===== src/dtt_pkg.sv =====
`default_nettype none

package dtt_pkg;

  // item function codes
  typedef enum logic [1:0] {
    FuncTick  = 2'd0,
    FuncRead  = 2'd1,
    FuncWrite = 2'd2,
    FuncNone  = 2'd3
  } func_e;

  // register map
  typedef enum logic [3:0] {
    RegPortA  = 4'd0,
    RegPortB  = 4'd1,
    RegDirA   = 4'd2,
    RegDirB   = 4'd3,
    RegTaLo   = 4'd4,
    RegTaHi   = 4'd5,
    RegTbLo   = 4'd6,
    RegTbHi   = 4'd7,
    RegTodTen = 4'd8,
    RegTodSec = 4'd9,
    RegTodMin = 4'd10,
    RegTodHr  = 4'd11,
    RegSdr    = 4'd12,
    RegIcr    = 4'd13,
    RegCra    = 4'd14,
    RegCrb    = 4'd15
  } reg_addr_e;

  // interrupt bit positions
  localparam int unsigned IrqTa     = 0;
  localparam int unsigned IrqTb     = 1;
  localparam int unsigned IrqAlarm  = 2;
  localparam int unsigned IrqSerial = 3;

  // control register bit positions
  localparam int unsigned CtlStart  = 0;
  localparam int unsigned CtlOneShot = 3;
  localparam int unsigned CtlLoad   = 4;
  localparam int unsigned CtlCntMode = 5;
  localparam int unsigned CtlExtra  = 6;

  localparam logic [16:0] TodNtsc = 17'd102273;

  // timer write strobes
  typedef struct packed {
    logic       lo_we;
    logic       hi_we;
    logic       ctrl_we;
    logic [7:0] wdata;
  } tmr_wr_t;

  // two bcd digits to binary, up to 99
  function automatic logic [6:0] from_bcd(input logic [7:0] b);
    logic [6:0] hi;
    hi = {3'd0, b[7:4]};
    return (hi << 3) + (hi << 1) + {3'd0, b[3:0]};
  endfunction

  // binary (below 100) to two bcd digits
  function automatic logic [7:0] to_bcd(input logic [6:0] v);
    logic [14:0] prod;
    logic [3:0]  q;
    logic [6:0]  r;
    prod = {8'd0, v} * 15'd205;
    q    = prod[14:11];
    r    = v - (({3'd0, q} << 3) + ({3'd0, q} << 1));
    return {q, r[3:0]};
  endfunction

  // digit masks per tod register
  function automatic logic [7:0] tod_mask(input logic [1:0] sel);
    logic [7:0] m;
    case (sel)
      2'd0:    m = 8'h0F;
      2'd3:    m = 8'h3F;
      default: m = 8'h7F;
    endcase
    return m;
  endfunction

endpackage

`default_nettype wire


===== src/dtt_in_if.sv =====
`default_nettype none

interface dtt_in_if;
  logic       valid;
  logic       ready;
  logic [1:0] func;
  logic [3:0] reg_addr;
  logic [7:0] write_data;
  logic       cnt_level;

  modport source (output valid, func, reg_addr, write_data, cnt_level, input ready);
  modport sink   (input valid, func, reg_addr, write_data, cnt_level, output ready);
endinterface

`default_nettype wire


===== src/dtt_out_if.sv =====
`default_nettype none

interface dtt_out_if;
  logic       valid;
  logic       ready;
  logic [7:0] read_data;
  logic       irq_active;

  modport source (output valid, read_data, irq_active, input ready);
  modport sink   (input valid, read_data, irq_active, output ready);
endinterface

`default_nettype wire


===== src/dtt_timer.sv =====
`default_nettype none

module dtt_timer
  import dtt_pkg::*;
(
  input  wire logic        clk_i,
  input  wire logic        rst_ni,
  input  wire logic        tick_i,
  input  wire tmr_wr_t     wr_i,
  output logic [15:0]      count_o,
  output logic [6:0]       ctrl_o,
  output logic             uflow_o
);

  logic [15:0] count_q, count_d, latch_q, latch_d;
  logic [6:0]  ctrl_q, ctrl_d, cw;

  assign cw      = wr_i.wdata[6:0];
  assign uflow_o = tick_i && (count_q == 16'd1);

  // latch, control and down counter
  always_comb begin
    count_d = count_q;
    latch_d = latch_q;
    ctrl_d  = ctrl_q;
    if (wr_i.lo_we) begin
      latch_d[7:0] = wr_i.wdata;
    end
    if (wr_i.hi_we) begin
      latch_d[15:8] = wr_i.wdata;
    end
    if (wr_i.ctrl_we) begin
      ctrl_d            = cw;
      ctrl_d[CtlLoad]   = 1'b0;
      if (cw[CtlLoad] || (cw[CtlStart] && !ctrl_q[CtlStart])) begin
        count_d = latch_q;
      end
    end else if (tick_i) begin
      if (count_q == 16'd1) begin
        if (ctrl_q[CtlOneShot]) begin
          count_d          = 16'd0;
          ctrl_d[CtlStart] = 1'b0;
        end else begin
          count_d = latch_q;
        end
      end else begin
        count_d = count_q - 16'd1;
      end
    end
  end

  always_ff @(posedge clk_i or negedge rst_ni) begin
    if (!rst_ni) begin
      count_q <= '0;
      latch_q <= '0;
      ctrl_q  <= '0;
    end else begin
      count_q <= count_d;
      latch_q <= latch_d;
      ctrl_q  <= ctrl_d;
    end
  end

  assign count_o = count_q;
  assign ctrl_o  = ctrl_q;

endmodule

`default_nettype wire


===== src/dtt_tod.sv =====
`default_nettype none

module dtt_tod
  import dtt_pkg::*;
(
  input  wire logic        clk_i,
  input  wire logic        rst_ni,
  input  wire logic        tick_i,
  input  wire logic [16:0] thr_i,
  input  wire logic        wr_i,
  input  wire logic        rd_i,
  input  wire logic [1:0]  sel_i,
  input  wire logic [7:0]  wdata_i,
  input  wire logic        amode_i,
  input  wire logic        fired_clr_i,
  output logic [7:0]       rdata_o,
  output logic             alarm_o
);

  logic [16:0] presc_q, presc_d, thr;
  logic [17:0] psum;
  logic [6:0]  time_q [4];
  logic [6:0]  time_d [4];
  logic [6:0]  alarm_q [4];
  logic [6:0]  alarm_d [4];
  logic [6:0]  snap_q [4];
  logic [6:0]  snap_d [4];
  logic        held_q, held_d, fired_q, fired_d;
  logic [6:0]  wval;
  logic [7:0]  inc0, inc1, inc2, inc3;
  logic        match;

  assign thr  = (thr_i == '0) ? 17'd1 : thr_i;
  assign psum = {1'b0, presc_q} + 18'd1;
  assign wval = from_bcd(wdata_i & tod_mask(sel_i));
  assign inc0 = {1'b0, time_q[0]} + 8'd1;
  assign inc1 = {1'b0, time_q[1]} + 8'd1;
  assign inc2 = {1'b0, time_q[2]} + 8'd1;
  assign inc3 = {1'b0, time_q[3]} + 8'd1;

  // prescaler, clock chain, register access and alarm
  always_comb begin
    presc_d = presc_q;
    time_d  = time_q;
    alarm_d = alarm_q;
    snap_d  = snap_q;
    held_d  = held_q;
    fired_d = fired_q;
    rdata_o = 8'hFF;
    if (tick_i) begin
      if (psum >= {1'b0, thr}) begin
        presc_d = '0;
        if (inc0 < 8'd10) begin
          time_d[0] = inc0[6:0];
        end else begin
          time_d[0] = '0;
          if (inc1 < 8'd60) begin
            time_d[1] = inc1[6:0];
          end else begin
            time_d[1] = '0;
            if (inc2 < 8'd60) begin
              time_d[2] = inc2[6:0];
            end else begin
              time_d[2] = '0;
              time_d[3] = (inc3 >= 8'd24) ? 7'd0 : inc3[6:0];
            end
          end
        end
      end else begin
        presc_d = psum[16:0];
      end
    end
    if (wr_i) begin
      if (amode_i) begin
        alarm_d[sel_i] = wval;
        fired_d        = 1'b0;
      end else begin
        time_d[sel_i] = wval;
        if (held_q) begin
          snap_d[sel_i] = wval;
        end
      end
    end
    if (rd_i) begin
      if (!held_q) begin
        snap_d  = time_q;
        rdata_o = to_bcd(time_q[sel_i]);
      end else begin
        rdata_o = to_bcd(snap_q[sel_i]);
      end
      held_d = (sel_i != 2'd3);
    end
    if (fired_clr_i) begin
      fired_d = 1'b0;
    end
    match   = (time_d[0] == alarm_q[0]) && (time_d[1] == alarm_q[1]) &&
              (time_d[2] == alarm_q[2]) && (time_d[3] == alarm_q[3]);
    alarm_o = tick_i && match && !fired_q;
    if (alarm_o) begin
      fired_d = 1'b1;
    end
  end

  always_ff @(posedge clk_i or negedge rst_ni) begin
    if (!rst_ni) begin
      presc_q <= '0;
      time_q  <= '{default: '0};
      alarm_q <= '{default: '0};
      snap_q  <= '{default: '0};
      held_q  <= 1'b0;
      fired_q <= 1'b0;
    end else begin
      presc_q <= presc_d;
      time_q  <= time_d;
      alarm_q <= alarm_d;
      snap_q  <= snap_d;
      held_q  <= held_d;
      fired_q <= fired_d;
    end
  end

endmodule

`default_nettype wire


===== src/dual_timer_tod_interrupt_unit.sv =====
// Dual 16-bit timer, time-of-day clock and interrupt unit behind 16 byte
// registers. Each transfer on in_i is one clock tick, one register read or
// one register write, and yields exactly one transfer on out_o carrying the
// read byte (0xFF for anything but a read) and the irq level after the item.
// One item is taken every cycle unless a stalled result holds the output
// register; state updates in the accepting cycle and the result is loaded
// into it, refilled in the same cycle it drains. Time-of-day advances one
// tenth every cfg_wdata_i ticks (reset 102273); write it only while idle.
`default_nettype none

module dual_timer_tod_interrupt_unit
  import dtt_pkg::*;
(
  input  wire logic        clk_i,
  input  wire logic        rst_ni,
  input  wire logic        cfg_we_i,
  input  wire logic [16:0] cfg_wdata_i,
  dtt_in_if.sink           in_i,
  dtt_out_if.source        out_o
);

  logic        acc, is_tick, is_rd, is_wr;
  reg_addr_e   ra;
  logic [16:0] thr_q;
  logic [7:0]  port_q [4];
  logic [7:0]  port_d [4];
  logic [15:0] snap_a_q, snap_a_d, snap_b_q, snap_b_d;
  logic        snap_a_held_q, snap_a_held_d, snap_b_held_q, snap_b_held_d;
  logic        awm_q, awm_d;
  logic [4:0]  ist_q, ist_d, ien_q, ien_d;
  logic [7:0]  sdr_q, sdr_d, shift_q, shift_d;
  logic [2:0]  scnt_q, scnt_d;
  logic        ovalid_q;
  logic [7:0]  rdata_q, rdata_d, tod_rdata;
  logic        irq_q;
  tmr_wr_t     wr_a, wr_b;
  logic [15:0] count_a, count_b;
  logic [6:0]  ctrl_a, ctrl_b;
  logic        uf_a, uf_b, tick_a, tick_b, tod_wr, tod_rd, tod_alarm, icr_rd;

  assign in_i.ready = !ovalid_q || out_o.ready;
  assign acc        = in_i.valid && in_i.ready;
  assign is_tick    = acc && (func_e'(in_i.func) == FuncTick);
  assign is_rd      = acc && (func_e'(in_i.func) == FuncRead);
  assign is_wr      = acc && (func_e'(in_i.func) == FuncWrite);
  assign ra         = reg_addr_e'(in_i.reg_addr);

  // timer strobes
  always_comb begin
    wr_a.wdata   = in_i.write_data;
    wr_b.wdata   = in_i.write_data;
    wr_a.lo_we   = is_wr && (ra == RegTaLo);
    wr_a.hi_we   = is_wr && (ra == RegTaHi);
    wr_a.ctrl_we = is_wr && (ra == RegCra);
    wr_b.lo_we   = is_wr && (ra == RegTbLo);
    wr_b.hi_we   = is_wr && (ra == RegTbHi);
    wr_b.ctrl_we = is_wr && (ra == RegCrb);
  end

  assign tick_a = is_tick && ctrl_a[CtlStart] && !ctrl_a[CtlCntMode];
  assign tick_b = ctrl_b[CtlStart] &&
                  ((ctrl_b[CtlExtra] && uf_a) ||
                   (is_tick && !ctrl_b[CtlExtra] && !ctrl_b[CtlCntMode]));

  dtt_timer u_timer_a (
    .clk_i, .rst_ni, .tick_i(tick_a), .wr_i(wr_a),
    .count_o(count_a), .ctrl_o(ctrl_a), .uflow_o(uf_a)
  );

  dtt_timer u_timer_b (
    .clk_i, .rst_ni, .tick_i(tick_b), .wr_i(wr_b),
    .count_o(count_b), .ctrl_o(ctrl_b), .uflow_o(uf_b)
  );

  assign tod_wr = is_wr && (in_i.reg_addr[3:2] == 2'b10);
  assign tod_rd = is_rd && (in_i.reg_addr[3:2] == 2'b10);
  assign icr_rd = is_rd && (ra == RegIcr);

  dtt_tod u_tod (
    .clk_i, .rst_ni, .tick_i(is_tick), .thr_i(thr_q),
    .wr_i(tod_wr), .rd_i(tod_rd), .sel_i(in_i.reg_addr[1:0]),
    .wdata_i(in_i.write_data), .amode_i(awm_q),
    .fired_clr_i(icr_rd && ist_q[IrqAlarm]),
    .rdata_o(tod_rdata), .alarm_o(tod_alarm)
  );

  // registers, serial shifter, interrupts and read mux
  always_comb begin
    port_d        = port_q;
    snap_a_d      = snap_a_q;
    snap_b_d      = snap_b_q;
    snap_a_held_d = snap_a_held_q;
    snap_b_held_d = snap_b_held_q;
    awm_d         = awm_q;
    ist_d         = ist_q;
    ien_d         = ien_q;
    sdr_d         = sdr_q;
    shift_d       = shift_q;
    scnt_d        = scnt_q;
    rdata_d       = 8'hFF;
    if (uf_a) begin
      ist_d[IrqTa] = 1'b1;
      if (ctrl_a[CtlExtra]) begin
        shift_d = {shift_q[6:0], in_i.cnt_level};
        if (scnt_q == 3'd7) begin
          sdr_d            = shift_d;
          scnt_d           = '0;
          ist_d[IrqSerial] = 1'b1;
        end else begin
          scnt_d = scnt_q + 3'd1;
        end
      end
    end
    if (uf_b) begin
      ist_d[IrqTb] = 1'b1;
    end
    if (tod_alarm) begin
      ist_d[IrqAlarm] = 1'b1;
    end
    if (is_wr) begin
      unique case (ra)
        RegPortA, RegPortB, RegDirA, RegDirB: port_d[in_i.reg_addr[1:0]] = in_i.write_data;
        RegSdr: sdr_d = in_i.write_data;
        RegIcr: begin
          if (in_i.write_data[7]) begin
            ien_d = ien_q | in_i.write_data[4:0];
          end else begin
            ien_d = ien_q & ~in_i.write_data[4:0];
          end
        end
        RegCra: begin
          if (in_i.write_data[CtlLoad]) begin
            ist_d[IrqTa] = 1'b0;
          end
        end
        RegCrb: begin
          awm_d = in_i.write_data[7];
          if (in_i.write_data[CtlLoad]) begin
            ist_d[IrqTb] = 1'b0;
          end
        end
        default: ;
      endcase
    end
    if (is_rd) begin
      unique case (ra)
        RegPortA, RegPortB, RegDirA, RegDirB: rdata_d = port_q[in_i.reg_addr[1:0]];
        RegTaLo: begin
          snap_a_d      = count_a;
          snap_a_held_d = 1'b1;
          rdata_d       = count_a[7:0];
        end
        RegTaHi: begin
          snap_a_held_d = 1'b0;
          rdata_d       = snap_a_held_q ? snap_a_q[15:8] : count_a[15:8];
        end
        RegTbLo: begin
          snap_b_d      = count_b;
          snap_b_held_d = 1'b1;
          rdata_d       = count_b[7:0];
        end
        RegTbHi: begin
          snap_b_held_d = 1'b0;
          rdata_d       = snap_b_held_q ? snap_b_q[15:8] : count_b[15:8];
        end
        RegTodTen, RegTodSec, RegTodMin, RegTodHr: rdata_d = tod_rdata;
        RegSdr: rdata_d = sdr_q;
        RegIcr: begin
          rdata_d = {|(ist_q & ien_q), 2'b00, ist_q};
          ist_d   = '0;
        end
        RegCra: rdata_d = {1'b0, ctrl_a};
        default: rdata_d = {1'b0, ctrl_b};
      endcase
    end
  end

  // state and output register
  always_ff @(posedge clk_i or negedge rst_ni) begin
    if (!rst_ni) begin
      thr_q         <= TodNtsc;
      port_q        <= '{8'hFF, 8'hFF, 8'h00, 8'h00};
      snap_a_q      <= '0;
      snap_b_q      <= '0;
      snap_a_held_q <= 1'b0;
      snap_b_held_q <= 1'b0;
      awm_q         <= 1'b0;
      ist_q         <= '0;
      ien_q         <= '0;
      sdr_q         <= '0;
      shift_q       <= '0;
      scnt_q        <= '0;
      ovalid_q      <= 1'b0;
      rdata_q       <= 8'hFF;
      irq_q         <= 1'b0;
    end else begin
      if (cfg_we_i) begin
        thr_q <= cfg_wdata_i;
      end
      port_q        <= port_d;
      snap_a_q      <= snap_a_d;
      snap_b_q      <= snap_b_d;
      snap_a_held_q <= snap_a_held_d;
      snap_b_held_q <= snap_b_held_d;
      awm_q         <= awm_d;
      ist_q         <= ist_d;
      ien_q         <= ien_d;
      sdr_q         <= sdr_d;
      shift_q       <= shift_d;
      scnt_q        <= scnt_d;
      if (acc) begin
        ovalid_q <= 1'b1;
        rdata_q  <= rdata_d;
        irq_q    <= |(ist_d & ien_d);
      end else if (out_o.ready) begin
        ovalid_q <= 1'b0;
      end
    end
  end

  assign out_o.valid      = ovalid_q;
  assign out_o.read_data  = rdata_q;
  assign out_o.irq_active = irq_q;

endmodule

`default_nettype wire


===== src/flat_wrapper.sv =====
// flat-port wrapper written by rule: the top's interface ports become plain ports
module dual_timer_tod_interrupt_unit_flat import dtt_pkg::*;
  (clk_i, rst_ni, cfg_we_i, cfg_wdata_i, in_i_valid, in_i_func, in_i_reg_addr, in_i_write_data, in_i_cnt_level, in_i_ready, out_o_valid, out_o_read_data, out_o_irq_active, out_o_ready);
  dtt_in_if in_i_i ();
  dtt_out_if out_o_i ();
  input  wire logic clk_i;
  input  wire logic rst_ni;
  input  wire logic cfg_we_i;
  input  wire logic [16:0] cfg_wdata_i;
  input wire logic [$bits(in_i_i.valid)-1:0] in_i_valid;
  input wire logic [$bits(in_i_i.func)-1:0] in_i_func;
  input wire logic [$bits(in_i_i.reg_addr)-1:0] in_i_reg_addr;
  input wire logic [$bits(in_i_i.write_data)-1:0] in_i_write_data;
  input wire logic [$bits(in_i_i.cnt_level)-1:0] in_i_cnt_level;
  output wire logic [$bits(in_i_i.ready)-1:0] in_i_ready;
  output wire logic [$bits(out_o_i.valid)-1:0] out_o_valid;
  output wire logic [$bits(out_o_i.read_data)-1:0] out_o_read_data;
  output wire logic [$bits(out_o_i.irq_active)-1:0] out_o_irq_active;
  input wire logic [$bits(out_o_i.ready)-1:0] out_o_ready;
  assign in_i_i.valid = in_i_valid;
  assign in_i_i.func = in_i_func;
  assign in_i_i.reg_addr = in_i_reg_addr;
  assign in_i_i.write_data = in_i_write_data;
  assign in_i_i.cnt_level = in_i_cnt_level;
  assign in_i_ready = in_i_i.ready;
  assign out_o_valid = out_o_i.valid;
  assign out_o_read_data = out_o_i.read_data;
  assign out_o_irq_active = out_o_i.irq_active;
  assign out_o_i.ready = out_o_ready;
  dual_timer_tod_interrupt_unit u_core (.clk_i(clk_i), .rst_ni(rst_ni), .cfg_we_i(cfg_we_i), .cfg_wdata_i(cfg_wdata_i), .in_i(in_i_i), .out_o(out_o_i));
endmodule

===== config.mk =====
export PLATFORM = sky130hd
export DESIGN_NAME = dual_timer_tod_interrupt_unit_flat
export DESIGN_NICKNAME = d
export VERILOG_FILES = /design/src/dtt_pkg.sv /design/src/dtt_in_if.sv /design/src/dtt_out_if.sv /design/src/dtt_timer.sv /design/src/dtt_tod.sv /design/src/dual_timer_tod_interrupt_unit.sv /design/src/flat_wrapper.sv
export SDC_FILE = /design/constraint.sdc
export NUM_CORES = 1
export LEC_CHECK = 0
export ABC_AREA = 1
export BUFFER_PORTS_ARGS = -buffer_cell sky130_fd_sc_hd__buf_2
export CORE_ASPECT_RATIO = 1.5
export CORE_MARGIN = 2
export CORE_UTILIZATION = 60
export CTS_CLUSTER_SIZE = 14
export DETAILED_ROUTE_END_ITERATION = 10
export HOLD_SLACK_MARGIN = 0.06
export PLACE_DENSITY = 0.77
export SYNTH_ARGS = -nofsm -noshare
export SYNTH_HDL_FRONTEND = slang
export SYNTH_SLANG_ARGS = --single-unit

===== constraint.sdc =====
create_clock -name clk_i -period 5.6 [get_ports clk_i]
set_input_delay 0.28 -clock clk_i [delete_from_list [all_inputs] [get_ports clk_i]]
set_output_delay 0.28 -clock clk_i [all_outputs]
set_load 0.01 [all_outputs]

==> impl_metrics.ini <==
[logic_synthesis]
synth_top_area_share_pct = 35.1
synth-seq-cells = 285
seq_area_frac_synth_pct = 39.7
synthArstFlopShare_pct = 100
synth_area_leaders = dfrtp_1 35%, nand2_1 12%, o21ai_0 7.6%, ha_1 7.5%, inv_1 5.9%
synth_ff_type = dfrtp_1
synth_nets = 2510
avgSynthCellArea_um2 = 7.69
synthesis.instances = 2347
synth.distinct_cells = 62
synth_edf_count = 0
yosysTopAreaCell = dfrtp_1
ys_warn_count = 0
synthesis.area_um2 = 18000

[setup_path]
critical_path_buf_inv_count = 4
cp-start-kind = register
slowest_delay_ns = 0.51
cp_data_arrival_time_ns = 5.66
endpoint_kind = register
worst_path_most_repeated_cell = a21oi_1
cp_max_fo = 4
crit_type = reg -> reg
cp_data_required_time_ns = 6.07
crit_slowest_cell = fa_1
crit_family = adder cells

[timing]
skew_ns = 0.0131
max_slew.worst_pin.slew_ns = 0.974
report.final.hold_viol_count = 0
fin_crit_ns = 5.19
setup_viol = 0
timing.final.crit_share_pct = 92.6
maxSlewViolCount = 0
rsz0062_at_grt = false
slew-limit-headroom_pct = 33.4
max_freq_mhz = 193
tns_ns = 0

[pwr]
p_total_mw = 8.97
peakVddDrop_mv = 0.301
power_density_nw_per_um2 = 453
p_leak_nw = 9.62

[cts]
clk_latency_ns = 0.57
path_clk_slew_ns = 0.06
cts_tree = built
numCtsBuffers = 29
h-tree-depth = 1
cts_buffer_depth = 3
ctsRootBufferMaster = clkbuf_16
cts.sinks = 285

[placed_design]
post_dp_cell_area_um2 = 18700
dpl.hpwl_um = 39400
portBuffers = 47
finalWeightedCongestion = 0.959
place_inst = 2733

[floorplan]
die_x_um = 146
die_h_um = 216
initial_core_util_pct = 61.0
pin_count = 48
rows = 77
die_area_um2 = 31500
core_area_um2 = 29600

[global_routing]
grt_usage_pct = 34.3
grt_pass1_vias = 16248
grt_overflow = 0
antenna_found_initial = 2
grt_start_max_net_pins = 152
grt_first_pass_wirelength_um = 85600

[drt]
wirelength_um = 53600
first_pass_iters = 8
dr.first_iter.drc_count = 1096
antenna_left = 0
drc = 0
vias_per_cell = 5.88
wl_per_cell_um = 19.1
vias = 16519

[layout]
fin_area_um2 = 19800
fin_nets = 2555
fillers = 2561
areaGrowthSynthToFinish_pct = 9.79
fin_cells = 2810
drive_gt1_share_pct = 9.65

[worst_hold_path]
hp-class = in -> reg

[status]
status = complete, no violations

[flow_run]
drv_cap = 0
[path summary, 6_finish.rpt]
kind	start	endpoint	slack [ns]	depth (start not counted)
setup reg to reg	u_core.u_tod.time_q[13]	u_core.out_o.read_data[2]	0.41	26
min in group asynchronous	rst_ni	u_core.u_tod.snap_q[23]	0.29	2
hold reg to reg	u_core.port_q[10]	u_core.port_q[10]	0.48	2
setup / recovery	u_core.u_tod.time_q[13]	u_core.out_o.read_data[2]	0.41	26
max in group asynchronous	rst_ni	u_core.u_timer_b.count_o[11]	4.00	3
hold / removal	in_i_write_data[2]	u_core.ien_q[2]	0.1	3
[cells by family (layout without fill, tap and decap cells)]
group	count (synthesis)	count (layout)	synth area share (%)
and+or+nand+nor	997	997	24.1
buffers and inverters	391	458	8.52
adders and majority gates	126	126	9.48
other	0	1	0
DFF	285	285	39.7
xor gates and xnor gates	45	45	2.18
AOI/OAI and AO/OA	503	503	16.0
[synthesized netlist by cell type, types with 4 or more instances]
cell type  number
nor3_1         37
xor2_1         37
fa_1           18
nand2_2        11
nor3_4          8
nand4_1        23
clkinv_1        6
o21a_1          4
nand3b_1        6
nor2_1        162
buf_6           5
o211ai_1       19
a221oi_1       20
buf_1           4
dfstp_2        32
nand3_1       140
nor2_2          9
clkbuf_1       65
ha_1          108
or2_2           6
o21ai_1        15
a31oi_1        20
nor4_1         10
inv_2          17
o21bai_1        5
buf_2           6
o22ai_1        30
dfrtp_1       253
o221ai_1        4
a21o_1          5
a21oi_1        68
nand2_1       568
nand3_2         6
inv_1         282
xnor2_1         8
o21ai_0       275
o2111ai_1       4
a22oi_1         9
[state kept, by name, summed over array words and instances (netlist names), 7 cells and up]
signal / cells
u_core.u_tod.snap_q: 28
u_core.snap_a_q: 8
u_core.shift_q: 7
u_core.u_timer_b.count_o: 16
u_core.port_q: 32
u_core.snap_b_q: 8
u_core.u_tod.alarm_q: 28
u_core.u_tod.presc_q: 17
u_core.thr_q: 17
u_core.u_tod.time_q: 28
u_core.u_timer_a.latch_q: 16
u_core.out_o.read_data: 8
u_core.u_timer_a.count_o: 16
u_core.u_timer_b.latch_q: 16
u_core.sdr_q: 8
[through the flow]
step                      setup WS [ns]  hold WS (ns)  util (%)
after floorplan                  0.0692       -0.0156         -
after global placement            0.291         0.339      63.1
after detailed placement          0.131         0.343      63.1
after CTS                         0.430        0.0768      67.0
after global routing             0.0318        0.0915      67.0
final                             0.412        0.0981      67.0
[power by group]
group	switching (mW)	total, mW	internal (mW)	leakage, nW
combinational	2.61	4.18	1.58	5.75
sequential	0.408	2.88	2.47	3.41
clock	0.854	1.91	1.06	0.460
[layout make-up]
class                      count  area [µm²]  share of cell area [%]
sequential                   285        7170                    36.2
multi-input combinational   1671        9350                    47.2
tap                          395         494                    2.49
clock inverter                12        72.6                   0.366
timing repair buffer         100         726                    3.66
antenna                        1        2.50                  0.0126
clock buffer                  41         851                    4.29
inverter                     305        1140                    5.78
[worst reg2reg max path: stages (launching register included)]
cell	delay, ns
dfrtp_1	0.42
inv_1	0.23
a21oi_1	0.09
o21ai_0	0.09
o21ai_0	0.26
ha_1	0.38
ha_1	0.28
inv_1	0.05
fa_1	0.51
inv_1	0.06
fa_1	0.46
ha_1	0.30
nand2_1	0.07
inv_1	0.05
a21oi_1	0.17
o21bai_2	0.09
a21oi_1	0.16
xnor2_1	0.18
ha_1	0.30
a21oi_1	0.13
o21ai_0	0.09
a21oi_1	0.18
nor3_1	0.07
a21oi_1	0.15
nand3_1	0.08
a21oi_1	0.14
a31oi_1	0.09
[per-layer routing]
layer  wire length [µm]  global-route usage, %  vias to the layer above  part of all wire, %
li1                   -                      -                     7882                    -
met1              19200                   37.7                     7811                   36
met2              26900                   61.3                      607                   50
met3               3080                   4.69                      217                  5.7
met4               4380                   23.7                        2                  8.2
met5                 15                      0                        -                0.028
[what timing repair did]
item	CTS	global route
buffers inserted	0	0
hold buffers	23	0
endpoints found under the hold margin	104	0
resized for setup	0	1
endpoints found under the setup margin	0	1
[cells in the final DEF, fill, tap and decap left out, drive strengths merged, types with 6 or more instances in the layout]
| master | n |
|---|---|
| fa | 18 |
| a22oi | 9 |
| nor3 | 48 |
| o22ai | 30 |
| clkbuf | 41 |
| o21ai | 291 |
| o21bai | 6 |
| clkinv | 15 |
| nand3b | 6 |
| buf | 77 |
| ha | 108 |
| nor2 | 174 |
| nor4 | 10 |
| nand2 | 581 |
| dfstp | 32 |
| inv | 300 |
| a221oi | 20 |
| a21oi | 71 |
| dlygate4sd3 | 23 |
| nand3 | 146 |
| or2 | 7 |
| xor2 | 37 |
| nand4 | 24 |
| dfrtp | 253 |
| o211ai | 19 |
| a31oi | 20 |
| xnor2 | 8 |
(Power assumes the default switching activity.)
